==> config.mk <==
export PLATFORM = sky130hd
export DESIGN_NAME = c_comment_stripper
export DESIGN_NICKNAME = d
export VERILOG_FILES = /design/src/hdl/cstr_pkg.sv /design/src/hdl/cstr_scanner.sv /design/src/hdl/cstr_queue.sv /design/src/hdl/c_comment_stripper.sv
export SDC_FILE = /design/constraint.sdc
export NUM_CORES = 1
export LEC_CHECK = 0
export ABC_CLOCK_PERIOD_IN_PS = 11900
export BUFFER_PORTS_ARGS = -buffer_cell sky130_fd_sc_hd__buf_4
export CAP_MARGIN = 20
export CORE_AREA = 5 5 159 161
export CTS_CLUSTER_DIAMETER = 50
export DETAILED_ROUTE_END_ITERATION = 10
export DIE_AREA = 0 0 164 166
export PLACE_DENSITY = 0.62
export SLEW_MARGIN = 20
export SYNTH_ARGS = -nofsm -noshare
export SYNTH_HDL_FRONTEND = slang
export SYNTH_HIERARCHICAL = 1
export SYNTH_SLANG_ARGS = --single-unit
==> constraint.sdc <==
create_clock -name i_clk -period 11.9 [get_ports i_clk]
set_input_delay 0.595 -clock i_clk [delete_from_list [all_inputs] [get_ports i_clk]]
set_output_delay 0.595 -clock i_clk [all_outputs]
set_load 0.02 [all_outputs]
==> src/hdl/cstr_pkg.sv <==
// shared types and constants of the c comment stripper
// no dependencies; imported by the scanner, the result queue and the top level
package cstr_pkg;

    // ascii codes the scanners look for or emit
    localparam logic [7:0] CH_SLASH = 8'h2F;
    localparam logic [7:0] CH_STAR  = 8'h2A;
    localparam logic [7:0] CH_NL    = 8'h0A;
    localparam logic [7:0] CH_SPACE = 8'h20;

    // one text byte yields at most three byte results plus the end result
    localparam int MAX_RESULTS = 4;
    localparam int CNT_W       = $clog2(MAX_RESULTS + 1);
    localparam int QUEUE_DEPTH = 8;

    typedef struct packed {
        logic [7:0] out_byte;
        logic       byte_present;
        logic       end_of_text;
        logic       unterminated;
    } t_result;

    typedef struct packed {
        logic [CNT_W-1:0]                count;
        t_result [MAX_RESULTS-1:0]       res;
    } t_batch;

endpackage

==> src/hdl/cstr_scanner.sv <==
// line comment and block comment scanners in a chain, one text byte per step
// depends on cstr_pkg
module cstr_scanner (
    input  logic            i_clk,
    input  logic            i_rst_n,
    input  logic            i_step,
    input  logic [7:0]      i_text_byte,
    input  logic            i_is_final,
    output cstr_pkg::t_batch o_batch
);
    import cstr_pkg::*;

    localparam int IDX_W = $clog2(MAX_RESULTS);

    typedef enum logic [1:0] {
        LM_NORMAL  = 2'd0,
        LM_HELD    = 2'd1,
        LM_COMMENT = 2'd2
    } t_line_mode;

    typedef enum logic [1:0] {
        BM_NORMAL = 2'd0,
        BM_HELD   = 2'd1,
        BM_BLOCK  = 2'd2,
        BM_STAR   = 2'd3
    } t_block_mode;

    typedef struct packed {
        t_block_mode mode;
        logic [1:0]  n;
        logic [7:0]  b0;
        logic [7:0]  b1;
    } t_bf;

    t_line_mode  r_lm, n_lm;
    t_block_mode r_bm, n_bm;

    function automatic t_bf block_feed(t_block_mode m, logic [7:0] b);
        t_bf r;
        r.mode = m;
        r.n    = 2'd0;
        r.b0   = b;
        r.b1   = b;
        case (m)
            BM_HELD: begin
                if (b == CH_STAR) begin
                    r.mode = BM_BLOCK;
                end else if (b == CH_SLASH) begin
                    r.n  = 2'd1;
                    r.b0 = CH_SLASH;
                end else begin
                    r.n    = 2'd2;
                    r.b0   = CH_SLASH;
                    r.mode = BM_NORMAL;
                end
            end
            BM_BLOCK: begin
                if (b == CH_STAR) r.mode = BM_STAR;
            end
            BM_STAR: begin
                if (b == CH_SLASH) begin
                    r.n    = 2'd1;
                    r.b0   = CH_SPACE;
                    r.mode = BM_NORMAL;
                end else if (b != CH_STAR) begin
                    r.mode = BM_BLOCK;
                end
            end
            default: begin
                if (b == CH_SLASH) r.mode = BM_HELD;
                else               r.n = 2'd1;
            end
        endcase
        return r;
    endfunction

    function automatic t_result byte_result(logic [7:0] b);
        t_result r;
        r.out_byte     = b;
        r.byte_present = 1'b1;
        r.end_of_text  = 1'b0;
        r.unterminated = 1'b0;
        return r;
    endfunction

    logic       feed_en [3];
    logic [7:0] feed_b  [3];
    t_bf        fb;
    logic [CNT_W-1:0] cnt;
    t_result [MAX_RESULTS-1:0] res;
    t_result    end_res;

    always_comb begin
        // line pass: decide which bytes go on to the block pass
        n_lm       = r_lm;
        feed_en[0] = 1'b0;
        feed_b[0]  = i_text_byte;
        feed_en[1] = 1'b0;
        feed_b[1]  = i_text_byte;
        case (r_lm)
            LM_HELD: begin
                if (i_text_byte == CH_SLASH) begin
                    n_lm = LM_COMMENT;
                end else begin
                    feed_en[0] = 1'b1;
                    feed_b[0]  = CH_SLASH;
                    feed_en[1] = 1'b1;
                    n_lm       = LM_NORMAL;
                end
            end
            LM_COMMENT: begin
                if (i_text_byte == CH_NL) begin
                    feed_en[0] = 1'b1;
                    n_lm       = LM_NORMAL;
                end
            end
            default: begin
                if (i_text_byte == CH_SLASH) begin
                    n_lm = LM_HELD;
                end else begin
                    feed_en[0] = 1'b1;
                    n_lm       = LM_NORMAL;
                end
            end
        endcase
        // held slash of the line pass is flushed at end of text
        feed_en[2] = i_is_final && (n_lm == LM_HELD);
        feed_b[2]  = CH_SLASH;

        // block pass over up to three fed bytes
        n_bm = r_bm;
        cnt  = '0;
        res  = '0;
        for (int k = 0; k < 3; k++) begin
            fb = block_feed(n_bm, feed_b[k]);
            if (feed_en[k]) begin
                n_bm = fb.mode;
                if (fb.n != 2'd0) begin
                    res[cnt[IDX_W-1:0]] = byte_result(fb.b0);
                    cnt = cnt + CNT_W'(1);
                end
                if (fb.n == 2'd2) begin
                    res[cnt[IDX_W-1:0]] = byte_result(fb.b1);
                    cnt = cnt + CNT_W'(1);
                end
            end
        end

        end_res              = '0;
        end_res.end_of_text  = 1'b1;
        if (i_is_final) begin
            if (n_bm == BM_HELD) begin
                res[cnt[IDX_W-1:0]] = byte_result(CH_SLASH);
                cnt  = cnt + CNT_W'(1);
                n_bm = BM_NORMAL;
            end
            end_res.unterminated = (n_bm == BM_BLOCK) || (n_bm == BM_STAR);
            res[cnt[IDX_W-1:0]]  = end_res;
            cnt  = cnt + CNT_W'(1);
            n_lm = LM_NORMAL;
            n_bm = BM_NORMAL;
        end

        o_batch.count = cnt;
        o_batch.res   = res;
    end

    always_ff @(posedge i_clk) begin
        if (!i_rst_n) begin
            r_lm <= LM_NORMAL;
            r_bm <= BM_NORMAL;
        end else if (i_step) begin
            r_lm <= n_lm;
            r_bm <= n_bm;
        end
    end

endmodule

==> src/hdl/cstr_queue.sv <==
// result queue: takes a batch of up to four results per cycle, hands out one
// depends on cstr_pkg
module cstr_queue #(
    parameter int DEPTH = cstr_pkg::QUEUE_DEPTH
) (
    input  logic             i_clk,
    input  logic             i_rst_n,
    input  logic             i_wr,
    input  cstr_pkg::t_batch i_batch,
    output logic             o_room,
    output logic             o_valid,
    output cstr_pkg::t_result o_head,
    input  logic             i_pop
);
    import cstr_pkg::*;

    localparam int PW = (DEPTH > 1) ? $clog2(DEPTH) : 1;
    localparam int CW = $clog2(DEPTH + 1);

    t_result          r_mem [DEPTH];
    logic [PW-1:0]    r_wr_ptr, n_wr_ptr;
    logic [PW-1:0]    r_rd_ptr, n_rd_ptr;
    logic [CW-1:0]    r_count, n_count;
    logic [PW-1:0]    w_idx [MAX_RESULTS+1];
    logic [PW:0]      w_sum [MAX_RESULTS+1];

    // slot addresses for the batch, wrapped around the ring
    always_comb begin
        for (int k = 0; k <= MAX_RESULTS; k++) begin
            w_sum[k] = {1'b0, r_wr_ptr} + (PW+1)'(k);
            if (w_sum[k] >= (PW+1)'(DEPTH)) w_sum[k] = w_sum[k] - (PW+1)'(DEPTH);
            w_idx[k] = w_sum[k][PW-1:0];
        end
    end

    assign o_valid = (r_count != '0);
    assign o_head  = r_mem[r_rd_ptr];
    assign o_room  = ({1'b0, r_count} + (CW+1)'(MAX_RESULTS)) <= (CW+1)'(DEPTH);

    always_comb begin
        n_wr_ptr = r_wr_ptr;
        n_rd_ptr = r_rd_ptr;
        n_count  = r_count;
        if (i_wr) begin
            n_wr_ptr = w_idx[i_batch.count];
            n_count  = n_count + CW'(i_batch.count);
        end
        if (i_pop && o_valid) begin
            n_rd_ptr = (r_rd_ptr == PW'(DEPTH - 1)) ? '0 : r_rd_ptr + PW'(1);
            n_count  = n_count - CW'(1);
        end
    end

    always_ff @(posedge i_clk) begin
        if (!i_rst_n) begin
            r_wr_ptr <= '0;
            r_rd_ptr <= '0;
            r_count  <= '0;
        end else begin
            r_wr_ptr <= n_wr_ptr;
            r_rd_ptr <= n_rd_ptr;
            r_count  <= n_count;
        end
    end

    always_ff @(posedge i_clk) begin
        if (i_wr) begin
            for (int k = 0; k < MAX_RESULTS; k++) begin
                if (CNT_W'(k) < i_batch.count) r_mem[w_idx[k]] <= i_batch.res[k];
            end
        end
    end

endmodule

==> src/hdl/c_comment_stripper.sv <==
// top level of the c comment stripper: input register, scanner, result queue
// depends on cstr_pkg, cstr_scanner and cstr_queue
//
// Strips C comments from a byte stream. Each text byte enters with i_is_final
// marking the last byte of a text. A line comment is deleted from its double
// slash up to, but not including, the newline (or the end of the text); a
// block comment is replaced by one space, and its opening star never closes
// it. A slash that could open a comment is held and emitted once the next
// byte shows it does not. After the last byte one bare end result follows
// (o_byte_present low, o_end_of_text high) with o_unterminated set when a
// block comment was still open. Rate: one text byte is accepted per cycle
// as long as the result queue has room for four results; each byte yields
// zero to three byte results plus the end result on the final byte, and the
// output side delivers one result per cycle while i_out_ready is held high,
// so the sustained rate is set by the output port at one result per cycle.
// A byte is scanned from the input register once the queue has room, and its
// results are written into the queue at the same edge that advances the
// scanner state, behind any results already queued.
module c_comment_stripper #(
    parameter int QUEUE_DEPTH = cstr_pkg::QUEUE_DEPTH
) (
    input  logic       i_clk,
    input  logic       i_rst_n,
    // text input channel
    input  logic       i_in_valid,
    output logic       o_in_ready,
    input  logic [7:0] i_text_byte,
    input  logic       i_is_final,
    // result output channel
    output logic       o_out_valid,
    input  logic       i_out_ready,
    output logic [7:0] o_out_byte,
    output logic       o_byte_present,
    output logic       o_end_of_text,
    output logic       o_unterminated
);
    import cstr_pkg::*;

    // input register: holds one byte until the queue can take its results
    logic       r_in_valid;
    logic [7:0] r_in_byte;
    logic       r_in_final;

    logic    w_room;
    logic    w_step;
    t_batch  w_batch;
    t_result w_head;

    // the byte in the register is scanned once the queue has room for a
    // full batch; a new transfer can land in the same cycle
    assign w_step     = r_in_valid && w_room;
    assign o_in_ready = !r_in_valid || w_step;

    always_ff @(posedge i_clk) begin
        if (!i_rst_n) begin
            r_in_valid <= 1'b0;
        end else if (o_in_ready) begin
            r_in_valid <= i_in_valid;
        end
    end

    // payload needs no reset
    always_ff @(posedge i_clk) begin
        if (i_in_valid && o_in_ready) begin
            r_in_byte  <= i_text_byte;
            r_in_final <= i_is_final;
        end
    end

    cstr_scanner u_scanner (
        .i_clk       (i_clk),
        .i_rst_n     (i_rst_n),
        .i_step      (w_step),
        .i_text_byte (r_in_byte),
        .i_is_final  (r_in_final),
        .o_batch     (w_batch)
    );

    cstr_queue #(
        .DEPTH (QUEUE_DEPTH)
    ) u_queue (
        .i_clk   (i_clk),
        .i_rst_n (i_rst_n),
        .i_wr    (w_step),
        .i_batch (w_batch),
        .o_room  (w_room),
        .o_valid (o_out_valid),
        .o_head  (w_head),
        .i_pop   (i_out_ready)
    );

    assign o_out_byte     = w_head.out_byte;
    assign o_byte_present = w_head.byte_present;
    assign o_end_of_text  = w_head.end_of_text;
    assign o_unterminated = w_head.unterminated;

    // a result is either a byte or the end marker, never both
    a_kind : assert property (@(posedge i_clk) disable iff (!i_rst_n)
        o_out_valid |-> (o_byte_present != o_end_of_text))
        else $error("result is neither a byte nor an end marker");

    // open block comment is only flagged on the end marker
    a_unterm : assert property (@(posedge i_clk) disable iff (!i_rst_n)
        (o_out_valid && o_unterminated) |-> o_end_of_text)
        else $error("unterminated flag outside the end marker");

    // a held byte that was not scanned stays in the input register
    a_hold : assert property (@(posedge i_clk) disable iff (!i_rst_n)
        (r_in_valid && !w_step) |=> (r_in_valid && $stable(r_in_byte)))
        else $error("input byte lost before it was scanned");

endmodule
==> After elaboration in Yosys (flattened, before gate mapping) <==
Memories as Yosys holds them, arrays and structs flattened. A register that Yosys moved wholly into a read port is not among the register bits.
Cells that the tools add are included.
{ "classes": {"bitwise_logic": 7, "multipliers": 0, "reduce_logical": 18, "addsub": 20, "div_mod_pow": 0, "muxes": 120, "n_lt_le_gt_ge": 25, "eq_ne": 26, "n_shift": 0} }
{ "op_table": {"columns": ["cell", "n"], "rows": [
  ["2-to-1 mux 44 bit", 13],
  ["bitwise mux 44 bit", 5],
  ["demux 11 bit (select 2 bit)", 7],
  ["2-to-1 mux 11 bit", 9],
  ["2-to-1 mux 3 bit", 24],
  ["OR 24 bit", 2],
  ["2-to-1 mux 2 bit", 22],
  ["AND 20 bit", 2],
  ["2-to-1 mux 10 bit", 4],
  ["inverter 20 bit", 2],
  ["equality test 8 x 6 -> 1 bit (second input constant)", 4],
  ["case mux 8 bit (2 select lines)", 2],
  ["adder 3 x 1 -> 3 bit (second input constant)", 8],
  ["equality test 2 bit (second input constant)", 12],
  ["case mux 2 bit (3 select lines)", 4],
  ["less-than comparator 2 x 3 -> 1 bit (second input constant)", 7],
  [">= comparator 4 bit (second input constant)", 5],
  ["2-to-1 mux 1 bit", 19],
  ["2-to-1 mux 9 bit", 2],
  ["2-to-1 mux 8 bit", 2],
  ["inequality test 8 x 6 -> 1 bit (second input constant)", 2],
  ["subtractor 3 x 1 -> 3 bit (second input constant)", 5],
  [">= comparator 2 x 1 -> 1 bit (second input constant)", 7],
  ["equality test 2 x 1 -> 1 bit (second input constant)", 6],
  ["other kinds (23)", 41]
]} }
{ "totals": {"word_cells": 225, "latchBits": 0, "mem_bits_ro": 0, "mem_bits_rw": 88, "mem_count": 1, "register_bits": 24} }
{ "memory_table": {"columns": ["memory", "depth", "word_bits", "read_ports", "rd_ports_with_merged_regs", "write_ports", "line", "text"], "rows": [
  ["u_queue.r_mem", 8, 11, 1, 1, 4, "cstr_queue.sv:20", "t_result r_mem [DEPTH];"]
]} }

==> Longest topological paths before layout <==
{ "logic_depth": {"ltp_word": 35, "ltp_mapped": 27, "ltp_nobuf": 27} }

==> By module <==
Netlist, hierarchy kept.
{ "modules_own_cells": {"columns": ["mod", "n_inst", "cells_each", "area_per_inst_um2"], "rows": [
  ["cstr_queue", 1, 722, 6703.9],
  ["cstr_scanner", 1, 333, 2317.2],
  ["c_comment_stripper", 1, 15, 335.3]
]} }

==> Least setup slack after synthesis <==
No wires, ideal clock.
{ "synth_timing": {"path_kind": "register to register", "start": "register r_in_byte[4]", "end": "memory u_queue/r_mem[1][0] (netlist bit) (enable)", "t_arrival_ps": 5756, "synth_period_minus_slack_ps": 6101, "path_slack_ps": 5799, "path_stages_with_launch": 25, "cell_sequence": "edfxtp_1 or4b_4 buf_6 a211o_1 a32o_1 nor2_1 xor2_1 ha_1 nand4_1 o211ai_2 ha_1 mux2i_4 ha_1 mux2i_1 ha_1 nor2_1 a31o_2 a311oi_1 xor2_1 nor2_1 or2_2 nor3_1 buf_2 a21oi_1 nand2_1"} }
{ "synth_rtl": {"columns": ["item", "line", "text"], "rows": [
  ["start, declared", "c_comment_stripper.sv:41", "logic [7:0] r_in_byte;"],
  ["start signal, assigned", "c_comment_stripper.sv:65", "r_in_byte <= i_text_byte;"],
  ["end, declared", "cstr_queue.sv:20", null]
]} }

==> reports/results.ini <==
[setup_path]
critPathRequiredTime_ns = 11.96
r2r-start = r_in_byte[5]
cp_cell_sequence = or4b_4 -> a211o_1 -> a32o_1 -> nor2_1 -> xor2_1 -> ha_1 -> nand4_1 -> o211ai_2 -> ha_1 -> mux2i_4 -> ha_1 -> mux2i_1 -> ha_1 -> nand2_1 -> inv_1 -> a311oi_1 -> xor2_1 -> a21oi_1 -> nor2_1 -> nand2_1 -> and2_1 -> nand2_1
end_kind = register
reg2reg_depth = 22
critPathMaxFanout = 14
r2r_setup_slack_ns = 3.85
worst_path_max_delay_cell = xor2_1
cp.arrival_ns = 8.10
crit_top_cell = ha_1
startpoint_type = register
r2r_end = u_queue/r_mem[4][7]
critPathMaxStageDelay_ns = 0.82
worstSetupPathType = reg -> reg
critPathLaunch = r_in_byte[5]

[logic_synthesis]
synth_top_area_frac = 0.311
synth_top_area_cell = edfxtp_1
synth_area_per_cell_sq_um = 8.74
synthArstFlopShare = 0
synth_cell_types = 93
synth_edf_count = 97
synth_area_sq_um = 9360
ys_ff_latch = 115
syn_inst = 1070
synth_flop_cell = edfxtp_1
synth_fp_nets = 1116
ys_seq_area_frac = 0.350
ys_warn_count = 6
synth_area_leaders = edfxtp_1 (31%), nand2_1 (9.1%), o22ai_1 (5.5%), mux4_2 (5.3%), a31oi_1 (5.2%)

[global_routing]
grt_overflow_total = 0
antenna_found_initial = 0
grt_pass1_wl_mm = 49.3
grt_use_total = 0.235
grt_pass1_vias = 8174
grt_max_degree = 23

[layout]
nNetsFinal = 1056
synthToLayoutAreaGrowth_pct = 8.52
final_common_cell = nand2_1
antennaDiodeCount = 0
layout_common_cells = nand2_1 (226), edfxtp_1 (97), o22ai_1 (82), a31oi_1 (78), a21oi_1 (45)
final_layout_size_suffix_gt1_frac = 0.139
fin_cells = 1347

[clock_tree]
cts_tree = done
clock-root-buffer = clkbuf_16
h-tree-depth = 4
cts_sinks = 115
clockBufferDepth = 2
path_clk_slew_ns = 0.06
clk_latency_ns = 0.43
cts_resized = 0
post_cts_buffers = 0
ctsHoldBuffers = 0
cts_buffers = 17

[placement]
numPortBuffers = 25
gp_congestion = 1.00
place_ws_ns = 4.14
placed_cells = 1314
dp_hpwl_mm = 23.1

[route]
vias_per_cell = 6.47
wirelength_mm = 32.5
wl_per_cell_um = 24.1
dr.first_iter.drc_count = 1555
routed-via-count = 8709
first_pass_iters = 8
drtAntennaViolNets = 0
post-route-drc-count = 0

[sta]
finalCritPeriodShare = 0.676
worstMarginPinSlew_ns = 1.21
setup_violations = 0
rsz0062_at_grt = no
final-hold-violation-count = 0
max_freq_mhz = 124
slew_viol_final = 0
final.min_clock_period_ns = 8.05
setup_ws_ns = 3.85
setup-tns-final_ns = 0
slew_headroom = 0.191
holdWs_ns = 0.335
fin_skew_ns = 0.0143

[die]
coreArea_sq_um = 23800
ios = 26
initial_utilization = 0.393
die-area_sq_um = 27200
die_y_um = 166
fp.dieW_um = 164
rows = 57

[power_and_ir_drop]
power_density_nw_per_um2 = 143
clockPowerShare = 0.371
p_leak_nw = 3.68
combPwrFrac = 0.277
peakVddDrop_uv = 125
power.share.sequential = 0.352
internal-power_mw = 0.977
switching_share = 0.329
p_switching_mw = 0.479

[hold_path]
min_to = r_in_byte[1]
hp-start = i_text_byte[1]
hold_depth = 1
hp-class = in -> reg

[status]
status = complete, no violations

[flow_run]
cap_violations = 0

[flip-flops by register name, summed over array words and instances (netlist names), named ones only]
name	flops
r_in_valid	1
r_in_final	1
u_queue/r_mem	88
u_scanner/r_lm	2
r_in_byte	8
u_queue/r_count	4
u_queue/r_rd_ptr	3
u_queue/r_wr_ptr	1
u_scanner/r_bm	2
[per-layer routing]
metal	routed length (um)	up-vias	GRT usage
met5	0	-	0
met4	1780	0	0.112
met3	3490	131	0.0467
met2	14200	634	0.356
met1	13000	4075	0.324
li1	-	3869	-
[worst max-delay path, delay by kind of cell, from the launching register on]
| family | cells | cell delay [ns] |
|---|---|---|
| flip-flops | 1 | 0.62 |
| AO/OA/AOI/OAI | 5 | 1.15 |
| adder cells (fa/ha/maj) | 4 | 1.21 |
| multiplexers | 2 | 0.41 |
| buffers and inverters | 1 | 0.35 |
| XOR/XNOR | 2 | 1.08 |
| AND/OR/NAND/NOR | 8 | 2.85 |
[worst max-delay path by stage]
stage          slack, ns  cells after the start             endpoint
6_report            3.85                     22  u_queue/r_mem[4][7]
5_1_grt             3.39                     22  u_queue/r_mem[1][7]
4_1_cts             4.10                     22  u_queue/r_mem[1][7]
3_5_place_dp        4.14                     22  u_queue/r_mem[4][1]
3_3_place_gp        4.30                     20  u_queue/r_mem[4][5]
2_1_floorplan       5.80                     24  u_queue/r_mem[1][0]
[cell type report]
type / instances / area [sq um]
clock buffers: 17 / 425
inverters: 26 / 97.6
repair buffers: 35 / 263
fillers: 2348 / 13700
well taps: 324 / 405
multi-input cells: 815 / 5510
clock inverters: 15 / 181
flip-flops and latches: 115 / 3270
[power groups by stage]
| stage | combinational (mW) | sequential (mW) | clock (mW) |
|---|---|---|---|
| after global routing | 0.438 | 0.516 | 0.564 |
| after CTS | 0.402 | 0.512 | 0.547 |
| after detailed placement | 0.400 | 0.520 | 0 |
| final | 0.404 | 0.512 | 0.540 |
| after global placement | 0.397 | 0.519 | 0 |
| after floorplan | 0.299 | 0.507 | 0 |
[synthesized netlist by cell type (all sizes together), types with 26 or more instances]
| cell type | n |
|---|---|
| ha | 32 |
| a21oi | 47 |
| nor2 | 45 |
| mux2i | 32 |
| nand2 | 226 |
| buf | 58 |
| a31oi | 78 |
| o22ai | 82 |
| inv | 26 |
| clkbuf | 56 |
| edfxtp | 97 |
| and2 | 32 |
[metrics by stage]
| stage | utilization | power (mW) | instance area (sq um) |
|---|---|---|---|
| detailed placement | 0.400 | 0.921 | 9540 |
| global placement | 0.400 | 0.916 | 9540 |
| global route | 0.426 | 1.52 | 10200 |
| floorplan | - | 0.805 | 9360 |
| CTS | 0.426 | 1.46 | 10100 |
| finish | 0.426 | 1.46 | 10200 |
[logic make-up after synthesis]
group                      count (synthesis)  synth area share
AOI/OAI and AO/OA                        300             0.219
muxes                                     67             0.104
adders and majority gates                 33            0.0449
xor gates and xnor gates                  14            0.0146
buffers and inverters                    140            0.0627
and+or+nand+nor                          400             0.205
DFF                                      115             0.350
other                                      1          0.000401
(Power assumes the default switching activity.)
